$ cat config.mk
export PLATFORM = sky130hd
export DESIGN_NAME = fixed_point_alu_q24_8
export DESIGN_NICKNAME = d
export VERILOG_FILES = /design/src/rtl/fpa_pkg.sv /design/src/rtl/fpa_front.sv /design/src/rtl/fpa_back.sv /design/src/rtl/fixed_point_alu_q24_8.sv
export SDC_FILE = /design/constraint.sdc
export NUM_CORES = 2
export LEC_CHECK = 0
export BUFFER_PORTS_ARGS = -buffer_cell sky130_fd_sc_hd__buf_2
export CAP_MARGIN = 20
export CORE_AREA = 8 8 395 397
export DETAILED_ROUTE_END_ITERATION = 10
export DIE_AREA = 0 0 403 405
export GPL_TIMING_DRIVEN = 0
export HOLD_SLACK_MARGIN = 0.15
export PLACE_DENSITY = 0.66
export SLEW_MARGIN = 10
export SYNTH_ARGS = -nofsm -noshare
export SYNTH_HDL_FRONTEND = slang
export SYNTH_SLANG_ARGS = --single-unit
$ cat constraint.sdc
create_clock -name clk -period 12.55 [get_ports clk]
set_clock_uncertainty 0.05 [all_clocks]
set_input_delay 3.1375 -clock clk [delete_from_list [all_inputs] [get_ports clk]]
set_output_delay 3.1375 -clock clk [all_outputs]
set_load 0.05 [all_outputs]
$ cat src/rtl/fpa_pkg.sv
// ----------------------------------------------------------------------------
// fpa_pkg
// Opcodes and shared types for the signed fixed-point alu.
// ----------------------------------------------------------------------------
package fpa_pkg;

  localparam int OP_WIDTH = 4;

  typedef enum logic [OP_WIDTH-1:0] {
    OP_ADD  = 4'd0,
    OP_SUB  = 4'd1,
    OP_MUL  = 4'd2,
    OP_DIV  = 4'd3,
    OP_MIN  = 4'd4,
    OP_MAX  = 4'd5,
    OP_INC  = 4'd6,
    OP_DEC  = 4'd7,
    OP_INTP = 4'd8
  } op_t;

  // what the front decided about an item
  typedef struct packed {
    logic is_add;
    logic is_sub;
    logic is_mul;
    logic is_div;
    logic is_min;
    logic is_max;
    logic is_inc;
    logic is_dec;
    logic is_intp;
    logic lt;
    logic eq;
    logic gt;
    logic neg;
  } cls_t;

endpackage

$ cat src/rtl/fpa_front.sv
// ----------------------------------------------------------------------------
// fpa_front
// Decodes the opcode, compares operands and pushes the item into the queue.
// ----------------------------------------------------------------------------
module fpa_front #(
  parameter int WORD_WIDTH = 32
) (
  input  logic                         clk,
  input  logic                         rst_n,
  input  logic                         in_take,
  input  logic [fpa_pkg::OP_WIDTH-1:0] in_opcode,
  input  logic signed [WORD_WIDTH-1:0] in_operand_a,
  input  logic signed [WORD_WIDTH-1:0] in_operand_b,
  output logic                         q_valid,
  output fpa_pkg::cls_t                q_cls,
  output logic signed [WORD_WIDTH-1:0] q_a,
  output logic signed [WORD_WIDTH-1:0] q_b
);
  import fpa_pkg::*;

  logic                         valid_r;
  cls_t                         cls_r, cls_nxt;
  logic signed [WORD_WIDTH-1:0] a_r, b_r;

  always_comb begin
    cls_nxt = '0;
    unique case (in_opcode)
      OP_ADD:  cls_nxt.is_add  = 1'b1;
      OP_SUB:  cls_nxt.is_sub  = 1'b1;
      OP_MUL:  cls_nxt.is_mul  = 1'b1;
      OP_DIV:  cls_nxt.is_div  = 1'b1;
      OP_MIN:  cls_nxt.is_min  = 1'b1;
      OP_MAX:  cls_nxt.is_max  = 1'b1;
      OP_INC:  cls_nxt.is_inc  = 1'b1;
      OP_DEC:  cls_nxt.is_dec  = 1'b1;
      OP_INTP: cls_nxt.is_intp = 1'b1;
      default: ;
    endcase
    cls_nxt.lt  = in_operand_a < in_operand_b;
    cls_nxt.eq  = in_operand_a == in_operand_b;
    cls_nxt.gt  = in_operand_a > in_operand_b;
    cls_nxt.neg = in_operand_a[WORD_WIDTH-1] ^ in_operand_b[WORD_WIDTH-1];
  end

  always_ff @(posedge clk) begin
    if (!rst_n) begin
      valid_r <= 1'b0;
    end else begin
      valid_r <= in_take;
    end
    if (in_take) begin
      cls_r <= cls_nxt;
      a_r   <= in_operand_a;
      b_r   <= in_operand_b;
    end
  end

  assign q_valid = valid_r;
  assign q_cls   = cls_r;
  assign q_a     = a_r;
  assign q_b     = b_r;
endmodule

$ cat src/rtl/fpa_back.sv
// ----------------------------------------------------------------------------
// fpa_back
// Executes one item: simple ops, a staged multiply and a radix-2 divider.
// ----------------------------------------------------------------------------
module fpa_back #(
  parameter int WORD_WIDTH = 32,
  parameter int FRAC_BITS  = 8
) (
  input  logic                         clk,
  input  logic                         rst_n,
  input  logic                         q_valid,
  input  fpa_pkg::cls_t                q_cls,
  input  logic signed [WORD_WIDTH-1:0] q_a,
  input  logic signed [WORD_WIDTH-1:0] q_b,
  output logic                         q_pop,
  output logic                         out_valid,
  output logic signed [WORD_WIDTH-1:0] out_result,
  output logic                         out_a_less,
  output logic                         out_a_equal,
  output logic                         out_a_greater,
  output logic                         out_divide_by_zero,
  output logic                         out_overflow
);
  import fpa_pkg::*;

  localparam int W   = WORD_WIDTH;
  localparam int HW  = (W + 1) / 2;
  localparam int PW  = 2 * W;
  localparam int NW  = W + FRAC_BITS;
  localparam int CW  = $clog2(NW + 1);

  localparam logic [W-1:0] MAXPOS = {1'b0, {(W-1){1'b1}}};
  localparam logic [W-1:0] MINNEG = {1'b1, {(W-1){1'b0}}};

  // busy while the divider or the multiplier occupies the unit
  logic          div_busy_r;
  logic [CW-1:0] div_cnt_r;
  logic [NW-1:0] div_num_r;
  logic [W:0]    div_rem_r;
  logic [NW-1:0] div_quo_r;
  logic [W-1:0]  div_d_r;
  logic [1:0]    mul_ph_r;
  logic [W-1:0]  ma_r, mb_r;
  logic [PW-1:0] prod_r;
  cls_t          cls_r;

  logic [W-1:0]  ma, mb;
  assign ma = q_a[W-1] ? (~q_a + 1'b1) : q_a;
  assign mb = q_b[W-1] ? (~q_b + 1'b1) : q_b;

  logic idle;
  assign idle  = !div_busy_r && (mul_ph_r == 2'd0);
  assign q_pop = q_valid && idle;

  // add, sub, inc, dec, min, max and integer part
  logic [W-1:0] fr;
  logic         fovf;
  logic [W-1:0] sa, sb, sr;
  logic         ssub;
  always_comb begin
    ssub = q_cls.is_sub || q_cls.is_dec;
    sa   = q_a;
    sb   = (q_cls.is_inc || q_cls.is_dec) ? W'(1) : q_b;
    sr   = ssub ? (sa - sb) : (sa + sb);
    fr   = '0;
    fovf = 1'b0;
    if (q_cls.is_add || q_cls.is_sub || q_cls.is_inc || q_cls.is_dec) begin
      if (ssub ? (sa[W-1] != sb[W-1] && sr[W-1] != sa[W-1])
               : (sa[W-1] == sb[W-1] && sr[W-1] != sa[W-1])) begin
        fovf = 1'b1;
        fr   = sa[W-1] ? MINNEG : MAXPOS;
      end else begin
        fr = sr;
      end
    end else if (q_cls.is_min) begin
      fr = q_cls.lt ? q_a : q_b;
    end else if (q_cls.is_max) begin
      fr = q_cls.gt ? q_a : q_b;
    end else if (q_cls.is_intp) begin
      fr = W'(q_a >>> FRAC_BITS);
    end
  end

  // four partial products of half-width operand pieces
  logic [HW-1:0] a0, a1, b0, b1;
  assign a0 = ma_r[HW-1:0];
  assign b0 = mb_r[HW-1:0];
  assign a1 = HW'(ma_r >> HW);
  assign b1 = HW'(mb_r >> HW);

  logic [PW-1:0] pp;
  always_comb begin
    unique case (mul_ph_r)
      2'd1:    pp = PW'(a0 * b0) + (PW'(a0 * b1) << HW);
      2'd2:    pp = (PW'(a1 * b0) << HW) + (PW'(a1 * b1) << (2 * HW));
      default: pp = '0;
    endcase
  end

  // divider step
  logic [W:0] trial;
  logic [W:0] shifted;
  assign shifted = {div_rem_r[W-1:0], div_num_r[NW-1]};
  assign trial   = shifted - {1'b0, div_d_r};

  // sign and saturate a wide magnitude
  function automatic logic [W:0] sign_sat(input logic neg, input logic [PW-1:0] mag);
    logic [PW-1:0] lim;
    logic [W-1:0]  lo;
    lim = neg ? PW'(MINNEG) : PW'(MAXPOS);
    lo  = mag[W-1:0];
    if (mag > lim) sign_sat = {1'b1, neg ? MINNEG : MAXPOS};
    else           sign_sat = {1'b0, neg ? (~lo + 1'b1) : lo};
  endfunction

  logic [W:0] mres, dres;
  assign mres = sign_sat(cls_r.neg, PW'(prod_r >> FRAC_BITS));
  assign dres = sign_sat(cls_r.neg, PW'(div_quo_r));

  always_ff @(posedge clk) begin
    if (!rst_n) begin
      div_busy_r <= 1'b0;
      mul_ph_r   <= 2'd0;
      out_valid  <= 1'b0;
    end else begin
      out_valid <= 1'b0;
      if (q_pop) begin
        cls_r <= q_cls;
        if (q_cls.is_mul) begin
          mul_ph_r <= 2'd1;
          ma_r     <= ma;
          mb_r     <= mb;
          prod_r   <= '0;
        end else if (q_cls.is_div && q_b != '0) begin
          div_busy_r <= 1'b1;
          div_cnt_r  <= CW'(NW);
          div_num_r  <= NW'({ma, {FRAC_BITS{1'b0}}});
          div_rem_r  <= '0;
          div_quo_r  <= '0;
          div_d_r    <= mb;
        end else begin
          out_valid          <= 1'b1;
          out_result         <= fr;
          out_a_less         <= q_cls.lt;
          out_a_equal        <= q_cls.eq;
          out_a_greater      <= q_cls.gt;
          out_divide_by_zero <= q_cls.is_div;
          out_overflow       <= fovf;
        end
      end
      if (mul_ph_r == 2'd1 || mul_ph_r == 2'd2) begin
        prod_r   <= prod_r + pp;
        mul_ph_r <= mul_ph_r + 2'd1;
      end else if (mul_ph_r == 2'd3) begin
        mul_ph_r           <= 2'd0;
        out_valid          <= 1'b1;
        out_result         <= mres[W-1:0];
        out_overflow       <= mres[W];
        out_divide_by_zero <= 1'b0;
        out_a_less         <= cls_r.lt;
        out_a_equal        <= cls_r.eq;
        out_a_greater      <= cls_r.gt;
      end
      if (div_busy_r) begin
        if (div_cnt_r != '0) begin
          div_num_r <= div_num_r << 1;
          div_cnt_r <= div_cnt_r - 1'b1;
          if (!trial[W]) begin
            div_rem_r <= trial;
            div_quo_r <= {div_quo_r[NW-2:0], 1'b1};
          end else begin
            div_rem_r <= shifted;
            div_quo_r <= {div_quo_r[NW-2:0], 1'b0};
          end
        end else begin
          div_busy_r         <= 1'b0;
          out_valid          <= 1'b1;
          out_result         <= dres[W-1:0];
          out_overflow       <= dres[W];
          out_divide_by_zero <= 1'b0;
          out_a_less         <= cls_r.lt;
          out_a_equal        <= cls_r.eq;
          out_a_greater      <= cls_r.gt;
        end
      end
    end
  end
endmodule

$ cat src/rtl/fixed_point_alu_q24_8.sv
// ----------------------------------------------------------------------------
// fixed_point_alu_q24_8
// Signed saturating fixed-point alu, front decode stage and execute back end.
// ----------------------------------------------------------------------------
// Add, sub, min, max, inc, dec and integer part take one beat per cycle while
// busy is low; the result passes through the front register and the output
// register. Multiply holds the back end while four half-width partial products
// are summed two at a time into the product register; divide holds it while
// the restoring divider makes one quotient bit a cycle. busy is high while the
// front stage is holding an item that the back end cannot take yet. Each
// result shows for one cycle with out_valid; the receiver cannot stall it.
module fixed_point_alu_q24_8 #(
  parameter int FRAC_BITS  = 8,
  parameter int WORD_WIDTH = 32
) (
  input  logic                         clk,
  input  logic                         rst_n,
  input  logic                         start,
  output logic                         busy,
  input  logic [fpa_pkg::OP_WIDTH-1:0] in_opcode,
  input  logic signed [WORD_WIDTH-1:0] in_operand_a,
  input  logic signed [WORD_WIDTH-1:0] in_operand_b,
  output logic                         out_valid,
  output logic signed [WORD_WIDTH-1:0] out_result,
  output logic                         out_a_less,
  output logic                         out_a_equal,
  output logic                         out_a_greater,
  output logic                         out_divide_by_zero,
  output logic                         out_overflow
);
  import fpa_pkg::*;

  logic                         q_valid, q_pop, take;
  cls_t                         q_cls;
  logic signed [WORD_WIDTH-1:0] q_a, q_b;
  logic                         q_valid_raw;
  logic                         held_r;

  // one-entry queue in the front register: refill when empty or draining
  assign busy = q_valid && !q_pop;
  assign take = start && !busy;

  fpa_front #(.WORD_WIDTH(WORD_WIDTH)) u_front (
    .clk, .rst_n,
    .in_take(take), .in_opcode, .in_operand_a, .in_operand_b,
    .q_valid(q_valid_raw), .q_cls, .q_a, .q_b
  );

  // front register stays full while the back end is busy
  always_ff @(posedge clk) begin
    if (!rst_n) held_r <= 1'b0;
    else        held_r <= q_valid && !q_pop && !take;
  end
  assign q_valid = q_valid_raw || held_r;

  fpa_back #(.WORD_WIDTH(WORD_WIDTH), .FRAC_BITS(FRAC_BITS)) u_back (
    .clk, .rst_n,
    .q_valid, .q_cls, .q_a, .q_b, .q_pop,
    .out_valid, .out_result, .out_a_less, .out_a_equal, .out_a_greater,
    .out_divide_by_zero, .out_overflow
  );
endmodule
==> impl_metrics.json <==
{
  "outcome": "finished, final reports clean",
  "max_stage_delay_ns": 0.58,
  "post-route-worst-setup-slack_ns": 0.3531,
  "clk_pin_slew_ns": 0.06,
  "postRouteAntennaNets": 0,
  "critical_path.endpoint_type": "flop",
  "synthesis.instances": 7704,
  "synth.cell_area_sq_um": 67030,
  "ys_dominant_reg_cell": "sky130_fd_sc_hd__edfxtp_1",
  "worst-endpoint-required_ns": 12.82,
  "area_of_the_multi_input_gates_sq_um": 49560,
  "seq_area_frac_synth_pct": 17.92,
  "grt_overflow": 0,
  "edff_count_synth": 396,
  "ratio_of_cells_with_drive_above_1_in_the_final_layout_pct": 4.494,
  "grt_pass1_vias": 58070,
  "reg2reg_from": "u_back.ma_r[8]",
  "timing_endpoint_of_the_critical_path": "u_back.prod_r[61]",
  "ctsLongestPathBuffers": 3,
  "synth_warnings": 0,
  "yosysUniqueCellTypes": 90,
  "syn_area_per_cell_sq_um": 8.700,
  "critical_path_class": "reg2reg",
  "wl_per_cell_um": 24.75,
  "die_w_um": 403,
  "setup.worst_path.start": "u_back.ma_r[8]",
  "clock_insertion_delay_worst_skew_ns": 0.61,
  "area.growth.synth_to_final_pct": 7.807,
  "type_of_origin_of_the_critical_path": "flop",
  "cts_inserted_buffers": 45,
  "clock.fmax_mhz": 81.99,
  "n_fill_cell": 14360,
  "dieArea_sq_um": 163200,
  "timing.final.hold_violations": 0,
  "detail_route.wirelength_um": 244300,
  "route.detailed.drc": 0,
  "root_buffer": "sky130_fd_sc_hd__clkbuf_16",
  "worst_ep_arrival_time_ns": 12.47,
  "maxSlewHeadroom_pct": 21.68,
  "drt-initial-drc-count": 5284,
  "period_needed_ns": 12.20,
  "cts.htree.levels": 2,
  "drt_first_pass_iters": 6,
  "crit-reg2reg-capture": "u_back.prod_r[61]",
  "io_pins": 110,
  "final_core_utilization_pct": 48.42,
  "tightestPinTransition_ns": 1.164,
  "worstRegToRegCells": 42,
  "post_drt_via_cell_ratio": 5.871,
  "holdCritPathClass": "reg2reg",
  "initial_utilization_pct": 44.91,
  "seq_area_sq_um": 12010,
  "clock_sinks": 402,
  "drv_cap": 0,
  "setup-violations-final": 0,
  "critPathMostFrequentCell": "sky130_fd_sc_hd__fa_1",
  "ys_seq_elements": 402,
  "worst_hold_path.num_cells": 0,
  "critical_path.slowest_cell": "sky130_fd_sc_hd__edfxtp_1",
  "critical_path_peak_fanout": 10,
  "period_share_pct": 97.19,
  "core_area_sq_um": 149200,
  "worst_setup_slack_for_register_to_register_paths_ns": 0.35,
  "ys_async_sr_fraction_pct": 0,
  "dp_slack_ns": -0.7004,
  "die_ht_um": 405,
  "core.rowCount": 142,
  "numPortBuffers": 109,
  "grt_antenna_before_repair": 10,
  "gp_congestion": 1.026,
  "grt_pass1_wl_um": 364200,
  "tritoncts_clock_tree": "built",
  "design.final.nets": 9432,
  "postSynthNetCount": 9250,
  "gr-usage-all-layers_pct": 29.26,
  "final_max_slew_viol_count": 0,
  "hpwlAfterDp_um": 202700,
  "cts_hold_buf": 0,
  "vias": 57940,
  "grt_start_max_net_pins": 103
}
critical path, delay by kind of cell, from the launching register on:
kind,cells,cell delay [ns]
buffers and inverters,6,1.02
xor gates and xnor gates,3,0.93
and+or+nand+nor,10,1.77
AOI/OAI and AO/OA,12,2.76
DFF,1,0.58
adders and majority gates,11,4.81
Yosys cell counts (all sizes together) (48+ instances only):
cell type / n / area, sq um
nand3: 116 / 580.6
o21ai: 411 / 2057
nand2: 1007 / 3780
nor2: 334 / 1254
nor3: 101 / 510.5
a21oi: 361 / 1810
a31oi: 52 / 325.3
inv: 1095 / 4110
xor2: 103 / 902.1
clkbuf: 402 / 1509
nand4: 48 / 300.3
o21a: 54 / 405.4
mux2i: 125 / 1251
nand2b: 73 / 456.7
and2: 452 / 2828
nor2b: 62 / 387.9
fa: 796 / 15940
edfxtp: 396 / 11890
ha: 679 / 8496
a21o: 192 / 1441
xnor2: 207 / 1813
kinds of logic (layout without fill, tap and decap cells):
family                   after synthesis  after routing  share of synthesized area (%)
AO/OA/AOI/OAI                       1463           1463                          13.76
XOR/XNOR                             311            311                          4.084
adder cells (fa/ha/maj)             1475           1475                          36.45
buffers and inverters               1513           1731                          8.480
flip-flops                           402            402                          17.92
multiplexers                         132            132                          1.984
other                                  0              3                              0
AND/OR/NAND/NOR                     2408           2408                          17.32
layout by cell type, fill, tap and decap left out, types with 14 or more instances in the layout:
| cell type | Yosys | layout |
|---|---|---|
| sky130_fd_sc_hd__ha_1 | 679 | 679 |
| sky130_fd_sc_hd__or3_1 | 37 | 37 |
| sky130_fd_sc_hd__o21ai_1 | 158 | 157 |
| sky130_fd_sc_hd__a311oi_1 | 25 | 23 |
| sky130_fd_sc_hd__nand2b_1 | 73 | 73 |
| sky130_fd_sc_hd__a21o_1 | 192 | 192 |
| sky130_fd_sc_hd__o21bai_1 | 41 | 41 |
| sky130_fd_sc_hd__a21oi_1 | 360 | 359 |
| sky130_fd_sc_hd__mux2i_1 | 125 | 125 |
| sky130_fd_sc_hd__xor2_1 | 103 | 97 |
| sky130_fd_sc_hd__nand2_1 | 1007 | 1007 |
| sky130_fd_sc_hd__or2_2 | 22 | 22 |
| sky130_fd_sc_hd__o21ai_0 | 253 | 252 |
| sky130_fd_sc_hd__edfxtp_1 | 396 | 396 |
| sky130_fd_sc_hd__nor2_1 | 334 | 333 |
| sky130_fd_sc_hd__nor4_1 | 30 | 29 |
| sky130_fd_sc_hd__and2_1 | 452 | 451 |
| sky130_fd_sc_hd__and3_1 | 47 | 46 |
| sky130_fd_sc_hd__o22ai_1 | 40 | 39 |
| sky130_fd_sc_hd__buf_4 | 0 | 16 |
| sky130_fd_sc_hd__clkbuf_1 | 402 | 347 |
| sky130_fd_sc_hd__nor2b_1 | 62 | 61 |
| sky130_fd_sc_hd__clkbuf_16 | 0 | 47 |
| sky130_fd_sc_hd__inv_1 | 1094 | 1094 |
| sky130_fd_sc_hd__a221oi_1 | 14 | 14 |
| sky130_fd_sc_hd__nor3_1 | 100 | 99 |
| sky130_fd_sc_hd__o31ai_1 | 20 | 19 |
| sky130_fd_sc_hd__a31oi_1 | 52 | 50 |
| sky130_fd_sc_hd__nand3_1 | 116 | 116 |
| sky130_fd_sc_hd__o211ai_1 | 47 | 47 |
| sky130_fd_sc_hd__fa_1 | 796 | 796 |
| sky130_fd_sc_hd__o21a_1 | 54 | 53 |
| sky130_fd_sc_hd__nand4_1 | 48 | 48 |
| sky130_fd_sc_hd__xnor2_1 | 207 | 204 |
| sky130_fd_sc_hd__buf_2 | 4 | 118 |
| sky130_fd_sc_hd__o41ai_1 | 15 | 14 |
| sky130_fd_sc_hd__a211oi_1 | 43 | 42 |
| sky130_fd_sc_hd__clkbuf_2 | 0 | 51 |
per-layer routing:
layer	track usage, %	vias to the layer above	part of all wire (%)
met3	5.348	695	8.5
met1	36.90	28570	39
li1	-	25960	-
met4	16.51	8	6.9
met5	0	-	0.016
met2	47.40	2714	45
metrics by stage:
step	hold WS (ns)	area, sq um	TNS (ns)	std cells
2_1_floorplan	0.3503	67030	0	7704
3_3_place_gp	0.3524	70000	-5.791	9757
3_5_place_dp	0.3554	70220	-6.544	9766
4_1_cts	0.3696	71870	0	9850
5_1_grt	0.3811	72250	-0.08981	9866
6_report	0.3688	72260	0	9869
cell type report:
type,instances,area share [%]
inverters,1096,5.693
flip-flops and latches,402,16.62
well taps,1944,3.366
repair buffers,138,1.307
multi-input cells,5789,68.59
plain buffers,414,2.272
clock buffers,56,1.688
clock inverters,27,0.4519
diodes,3,0.01039
state kept, by name, indices dropped and copies added, names as in the netlist, 2 cells and up:
register / flops
u_back.prod_r: 64
u_back.div_num_r: 40
u_back.div_quo_r: 40
u_back.div_d_r: 32
u_back.div_rem_r: 32
u_back.ma_r: 32
u_back.mb_r: 32
u_back.out_result: 32
u_front.q_a: 32
u_front.q_b: 32
u_front.q_cls: 13
u_back.div_cnt_r: 6
u_back.cls_r: 4
u_back.mul_ph_r: 2
worst min path at each step:
stage                           from         endpoint  slack [ns]
global route        u_front.q_cls[0]  u_back.cls_r[0]        0.38
global placement    u_front.q_cls[0]  u_back.cls_r[0]        0.35
finish              u_front.q_cls[0]  u_back.cls_r[0]        0.37
detailed placement  u_front.q_cls[0]  u_back.cls_r[0]        0.36
CTS                 u_front.q_cls[0]  u_back.cls_r[0]        0.37
floorplan           u_front.q_cls[0]  u_back.cls_r[0]        0.35
repair_timing:
item                       in CTS  in global routing
pin swaps                       0                  5
setup buffers                   1                 19
setup endpoints to repair      16                 16
cloned                          0                  0
resized for setup              27                128
Power is left out: the tool's default activity adds up to more than one toggle a clock period on the data nets, which glitch-free logic cannot reach.
